<file path="src/sv/jrs_pkg.sv">
`default_nettype none
// ----------------------------------------------------------------------------
// jrs_pkg
// Shared sizes, codes and types of the job row sorter.
// ----------------------------------------------------------------------------
package jrs_pkg;

  localparam int MAX_JOBS     = 16;
  localparam int MAX_MACHINES = 16;
  localparam int TIME_BITS    = 16;

  localparam int DEPTH      = MAX_JOBS * MAX_MACHINES;
  localparam int ADDR_W     = $clog2(DEPTH);
  localparam int ROW_W      = $clog2(MAX_JOBS);
  localparam int COL_W      = (MAX_MACHINES > 1) ? $clog2(MAX_MACHINES) : 1;
  localparam int KEY_W      = TIME_BITS + COL_W;
  localparam int CNT_W      = 5;
  localparam int RULE_W     = 3;
  localparam int PLAN_W     = 8;
  localparam int IN_TIME_W  = 16;
  localparam int SRC_W      = 4;
  localparam int CFG_IDX_W  = 2;
  localparam int CFG_DATA_W = 5;

  typedef enum logic [CFG_IDX_W-1:0] {
    CFG_SORT_RULE     = 2'd0,
    CFG_JOB_COUNT     = 2'd1,
    CFG_MACHINE_COUNT = 2'd2
  } cfg_idx_e;

  typedef enum logic [RULE_W-1:0] {
    RULE_KEEP     = 3'd0,
    RULE_SUM_ASC  = 3'd1,
    RULE_SUM_DESC = 3'd2,
    RULE_MIN_ASC  = 3'd3,
    RULE_MIN_DESC = 3'd4,
    RULE_MAX_ASC  = 3'd5,
    RULE_MAX_DESC = 3'd6
  } rule_e;

  typedef enum logic {
    OP_LOAD  = 1'b0,
    OP_FETCH = 1'b1
  } op_e;

  typedef enum logic [1:0] {
    ST_IDLE,
    ST_KEYI,
    ST_RANK,
    ST_RESP
  } state_e;

  typedef struct packed {
    op_e                  op;
    logic [TIME_BITS-1:0] ptime;
    logic [PLAN_W-1:0]    plan;
  } item_t;

  // Queue link between front and back.
  typedef struct packed {
    logic  valid;
    item_t item;
  } q_head_t;

endpackage : jrs_pkg
`default_nettype wire

</file>
<file path="src/sv/jrs_if.sv">
`default_nettype none
// ----------------------------------------------------------------------------
// jrs_in_if / jrs_out_if
// Valid/ready channels for input items and result items.
// ----------------------------------------------------------------------------
interface jrs_in_if;
  logic        valid;
  logic        ready;
  logic        func;
  logic [15:0] proc_time;
  logic [7:0]  plan_entry;
  modport source (output valid, func, proc_time, plan_entry, input ready);
  modport sink (input valid, func, proc_time, plan_entry, output ready);
endinterface : jrs_in_if

`default_nettype wire

</file>
<file path="src/sv/jrs_front.sv">
`default_nettype none
// ----------------------------------------------------------------------------
// jrs_front
// Accepts input beats, decodes the function and queues them for the back end.
// ----------------------------------------------------------------------------
module jrs_front (
  input  wire logic   clk_i,
  input  wire logic   rst_ni,
  jrs_in_if.sink      in_ch,
  output jrs_pkg::q_head_t head_o,
  input  wire logic   pop_i
);
  import jrs_pkg::*;

  item_t      entry_q [2];
  logic       wptr_q, wptr_d, rptr_q, rptr_d;
  logic [1:0] cnt_q, cnt_d;
  logic       push;
  item_t      item_in;

  assign in_ch.ready = (cnt_q != 2'd2);
  assign push        = in_ch.valid && in_ch.ready;

  always_comb begin
    item_in.op    = in_ch.func ? OP_FETCH : OP_LOAD;
    item_in.ptime = in_ch.proc_time[TIME_BITS-1:0];
    item_in.plan  = in_ch.plan_entry;
  end

  assign head_o.valid = (cnt_q != 2'd0);
  assign head_o.item  = entry_q[rptr_q];

  always_comb begin
    wptr_d = push ? ~wptr_q : wptr_q;
    rptr_d = pop_i ? ~rptr_q : rptr_q;
    cnt_d  = cnt_q + {1'b0, push} - {1'b0, pop_i};
  end

  always_ff @(posedge clk_i or negedge rst_ni) begin
    if (!rst_ni) begin
      wptr_q <= 1'b0;
      rptr_q <= 1'b0;
      cnt_q  <= 2'd0;
    end else begin
      wptr_q <= wptr_d;
      rptr_q <= rptr_d;
      cnt_q  <= cnt_d;
    end
  end

  always_ff @(posedge clk_i) begin
    if (push) begin
      entry_q[wptr_q] <= item_in;
    end
  end
endmodule : jrs_front
`default_nettype wire

</file>
<file path="src/flat_wrapper.sv">
// flat-port wrapper written by rule: the top's interface ports become plain ports
module jrs_front_flat import jrs_pkg::*;
  (clk_i, rst_ni, head_o, pop_i, in_ch_valid, in_ch_func, in_ch_proc_time, in_ch_plan_entry, in_ch_ready);
  jrs_in_if in_ch_i ();
  input  wire logic clk_i;
  input  wire logic rst_ni;
  output jrs_pkg::q_head_t head_o;
  input  wire logic pop_i;
  input wire logic [$bits(in_ch_i.valid)-1:0] in_ch_valid;
  input wire logic [$bits(in_ch_i.func)-1:0] in_ch_func;
  input wire logic [$bits(in_ch_i.proc_time)-1:0] in_ch_proc_time;
  input wire logic [$bits(in_ch_i.plan_entry)-1:0] in_ch_plan_entry;
  output wire logic [$bits(in_ch_i.ready)-1:0] in_ch_ready;
  assign in_ch_i.valid = in_ch_valid;
  assign in_ch_i.func = in_ch_func;
  assign in_ch_i.proc_time = in_ch_proc_time;
  assign in_ch_i.plan_entry = in_ch_plan_entry;
  assign in_ch_ready = in_ch_i.ready;
  jrs_front u_core (.clk_i(clk_i), .rst_ni(rst_ni), .in_ch(in_ch_i), .head_o(head_o), .pop_i(pop_i));
endmodule
</file>
<file path="config.mk">
export PLATFORM = sky130hd
export DESIGN_NAME = jrs_front_flat
export DESIGN_NICKNAME = d
export VERILOG_FILES = /design/src/sv/jrs_pkg.sv /design/src/sv/jrs_if.sv /design/src/sv/jrs_front.sv /design/src/flat_wrapper.sv
export SDC_FILE = /design/constraint.sdc
export NUM_CORES = 1
export LEC_CHECK = 0
export BUFFER_PORTS_ARGS = -buffer_cell sky130_fd_sc_hd__buf_2
export CORE_MARGIN = 2
export CORE_UTILIZATION = 46
export DETAILED_ROUTE_END_ITERATION = 10
export PLACE_DENSITY = 0.77
export SKIP_CTS_REPAIR_TIMING = 1
export SLEW_MARGIN = 10
export SYNTH_ARGS = -nofsm -noshare
export SYNTH_HDL_FRONTEND = slang
export SYNTH_SLANG_ARGS = --single-unit
</file>
<file path="constraint.sdc">
create_clock -name clk_i -period 2.09 [get_ports clk_i]
set_input_delay 0.418 -clock clk_i [delete_from_list [all_inputs] [get_ports clk_i]]
set_output_delay 0.418 -clock clk_i [all_outputs]
set_load 0.05 [all_outputs]
</file>
==> qor.csv <==
stage,metric,value,unit
run_status,status,"finished, final reports clean",
layout,fin cells,216,
sta,setup_tns,0,ns
floorplan,DIE HEIGHT,71.62,um
sta,PnR worst setup slack,0.1383,ns
hold_path,Worst Hold Path Cells,1,
sta,pins over their slew limit,0,
floorplan,Initial Util,0.4797,
power_and_ir_drop,peak supply drop,0.0008717,V
layout,nets,193,
layout,final core utilization,0.5845,
logic_synthesis,synth unique cells,17,
hold_path,Hold EP,u_core.entry_q[1][2],
place,I/O Buffers,55,
global_routing,GRT Overall Usage,0.1448,
critical_path,crit-path cells,buf_4 -> mux2_4 -> buf_2,
clock_tree,CTS Root Cell,clkbuf_8,
critical_path,worst path required time,1.67,ns
drt,total number of vias,1048,
place,Final HPWL DP,2523,um
logic_synthesis,cell area after synthesis,2103,um^2
power_and_ir_drop,sequential share of power,0.380,
logic_synthesis,Ys Warns,0,
global_routing,initial antenna violation count,0,
drt,metal3 WL,267,um
hold_path,Worst Hold Class,in2reg,
drt,metal2 WL,1687,um
drt,Top Metal Used,met4,
critical_path,Worst Path Max Fanout,18,
sta,Final Skew,0.007150,ns
layout,P&R area growth vs syn,21.83,%
run,MaxCap Viol Count,0,
global_routing,Overflow after GRT,0,
power_and_ir_drop,Clk pwr share,0.148,
place,Setup WS pre-CTS,0.4651,ns
logic_synthesis,"Net Count, Synth",126,
layout,layout cells sized above 1,0.5854,
critical_path,R2R cell count,4,
sta,Max Clock Freq,0.5124,GHz
drt,vias per cell,4.852,
floorplan,# rows,24,
layout,diode count,0,
power_and_ir_drop,Lkg Pwr,1.046,nW
sta,Tmin final,1.952,ns
critical_path,"Largest stage delay, worst path",0.35,ns
critical_path,reg2reg end,u_core.entry_q[0][9],
critical_path,Critical Path End Type,output pin,
logic_synthesis,synthesized flop and latch total,54,
power_and_ir_drop,Int Pwr,0.002416,W
global_routing,first-pass GRT wire length,5464,um
global_routing,vias in the first global route,1104,
drt,DRT Wirelength,3391,um
logic_synthesis,Avg Inst Size Synth,21.91,um^2
floorplan,die footprint,5129,um^2
floorplan,die outline width,71.62,um
sta,Final setup viols,0,
drt,Remaining DRCs,0,
floorplan,Core Box Area,4384,um^2
drt,drt wl/cell,15.70,um
drt,Initial DRC Count,82,
critical_path,"Max stage delay cell, worst path",dfrtp_1,
clock_tree,TritonCTS buffer count,5,
power_and_ir_drop,combinational power share,0.472,
critical_path,worst path arrival time,1.53,ns
clock_tree,Clock Sinks,54,
critical_path,critical path class,reg2out,
clock_tree,H-tree depth,2,
critical_path,CP startpoint kind,flop,
logic_synthesis,Synth Instances,96,
drt,DR pass1 iterations,4,
power_and_ir_drop,post-layout power,0.004126,W
drt,routed length on met1,1388,um
sta,final worst-path cycle share,0.9339,
sta,final hold vios,0,
global_routing,largest net degree at the start of global routing,19,
drt,Final ANT Viol Nets,0,
critical_path,r2r setup slk,0.58,ns
logic_synthesis,post-synthesis sequential area ratio,0.7615,
critical_path,Critical R2R Launch,u_core.cnt_q[0],
clock_tree,clk_lat worst skew,0.30,ns
clock_tree,TritonCTS clock tree,yes,
place,Placer Congestion,0.6588,
clock_tree,"Reg clk slew, reported paths",0.09,ns
layout,"commonest non-fill, non-tap cell in the layout",buf_2,
sta,RSZ-0062 raised after global routing,no,
power_and_ir_drop,NetSw,0.001710,W
layout,most frequent cells in the layout,"55 x buf_2, 50 x edfxtp_1, 19 x mux2_4",
sta,Slew HR,0.7774,
clock_tree,Clock Tree Buf Depth,2,
place,placed insts,207,
floorplan,I/O pin total,56,
sta,slew at the pin with the worst max-slew slack,0.3339,ns
power_and_ir_drop,Sw Share,0.4144,
power_and_ir_drop,pwr/cell area,1610,nW/um^2
hold_path,worst min-delay path startpoint,in_ch_plan_entry[2],
## worst max-delay path by stage
stage	from	end	slack, ns	cells past startpoint
2_1_floorplan	u_core.cnt_q[0]	u_core.entry_q[1][0]	0.12	2
3_3_place_gp	u_core.rptr_q	head_o[16]	0.48	3
3_5_place_dp	u_core.rptr_q	head_o[9]	0.47	3
4_1_cts	u_core.rptr_q	head_o[16]	0.12	3
5_1_grt	u_core.rptr_q	head_o[16]	0.06	3
6_report	u_core.rptr_q	head_o[16]	0.14	3
## cells by family (layout without fill, tap and decap cells)
kind of cell / after synthesis / after routing / share of synthesized area
flops: 54 / 54 / 0.7615
mux: 26 / 26 / 0.1725
simple gates: 7 / 7 / 0.01726
xor+xnor: 4 / 4 / 0.01666
buf+inv: 4 / 72 / 0.02617
fa+ha+maj: 1 / 1 / 0.005948
## critical path, delay by kind of cell, from the launching register on
family	cells	cell delay, ns
muxes	1	0.34
buffers and inverters	2	0.54
DFF	1	0.35
## power by group through the flow
stage                     Combinational [W]  Clock [W]  Sequential [W]
after detailed placement            0.00197          0         0.00160
after global placement              0.00193          0         0.00157
final                               0.00195   0.000610         0.00157
after floorplan                     0.00166          0         0.00157
after global routing                0.00204   0.000682         0.00160
after CTS                           0.00197   0.000634         0.00157
## registers in the layout, indices dropped and copies added (netlist names)
register and count:
u_core.wptr_q 1, u_core.entry_q 50, u_core.cnt_q 2, u_core.rptr_q 1
## metrics by stage
stage / cell area [um^2] / hold WS, ns
floorplan: 2111 / 0.1224
global placement: 2452 / 0.2249
detailed placement: 2452 / 0.2290
CTS: 2552 / -0.1097
global route: 2562 / 0.2798
finish: 2562 / 0.2948
## per-layer routing
metal | GRT usage | up-vias
li1 | - | 500
met1 | 0.1735 | 501
met2 | 0.2387 | 42
met3 | 0.04501 | 5
met4 | 0.06918 | 0
met5 | 0 | -
## area by class of cell
class,instances,area [um^2]
fillers,357,1822
clock buffers,7,96.34
multi-input cells,38,454.2
well taps,52,65.06
clock inverters,1,3.754
inverters,1,3.754
repair buffers,63,337.8
flip-flops and latches,54,1602
## cells in the mapped netlist
| master | instances | share of area |
|---|---|---|
| buf_12 | 2 | 0.019 |
| buf_6 | 1 | 0.0054 |
| xnor2_1 | 2 | 0.0083 |
| nand2_1 | 2 | 0.0036 |
| mux2_2 | 6 | 0.032 |
| xor2_1 | 2 | 0.0083 |
| edfxtp_1 | 50 | 0.71 |
| nor2_1 | 1 | 0.0018 |
| dfrtp_1 | 4 | 0.048 |
| inv_1 | 1 | 0.0018 |
| and3_1 | 1 | 0.0030 |
| nor2b_1 | 1 | 0.0030 |
| or2_2 | 1 | 0.0030 |
| ha_1 | 1 | 0.0059 |
| mux2_4 | 19 | 0.14 |
| nand2b_1 | 1 | 0.0030 |
| mux2i_1 | 1 | 0.0048 |
Power figures use the tool's default switching activity.
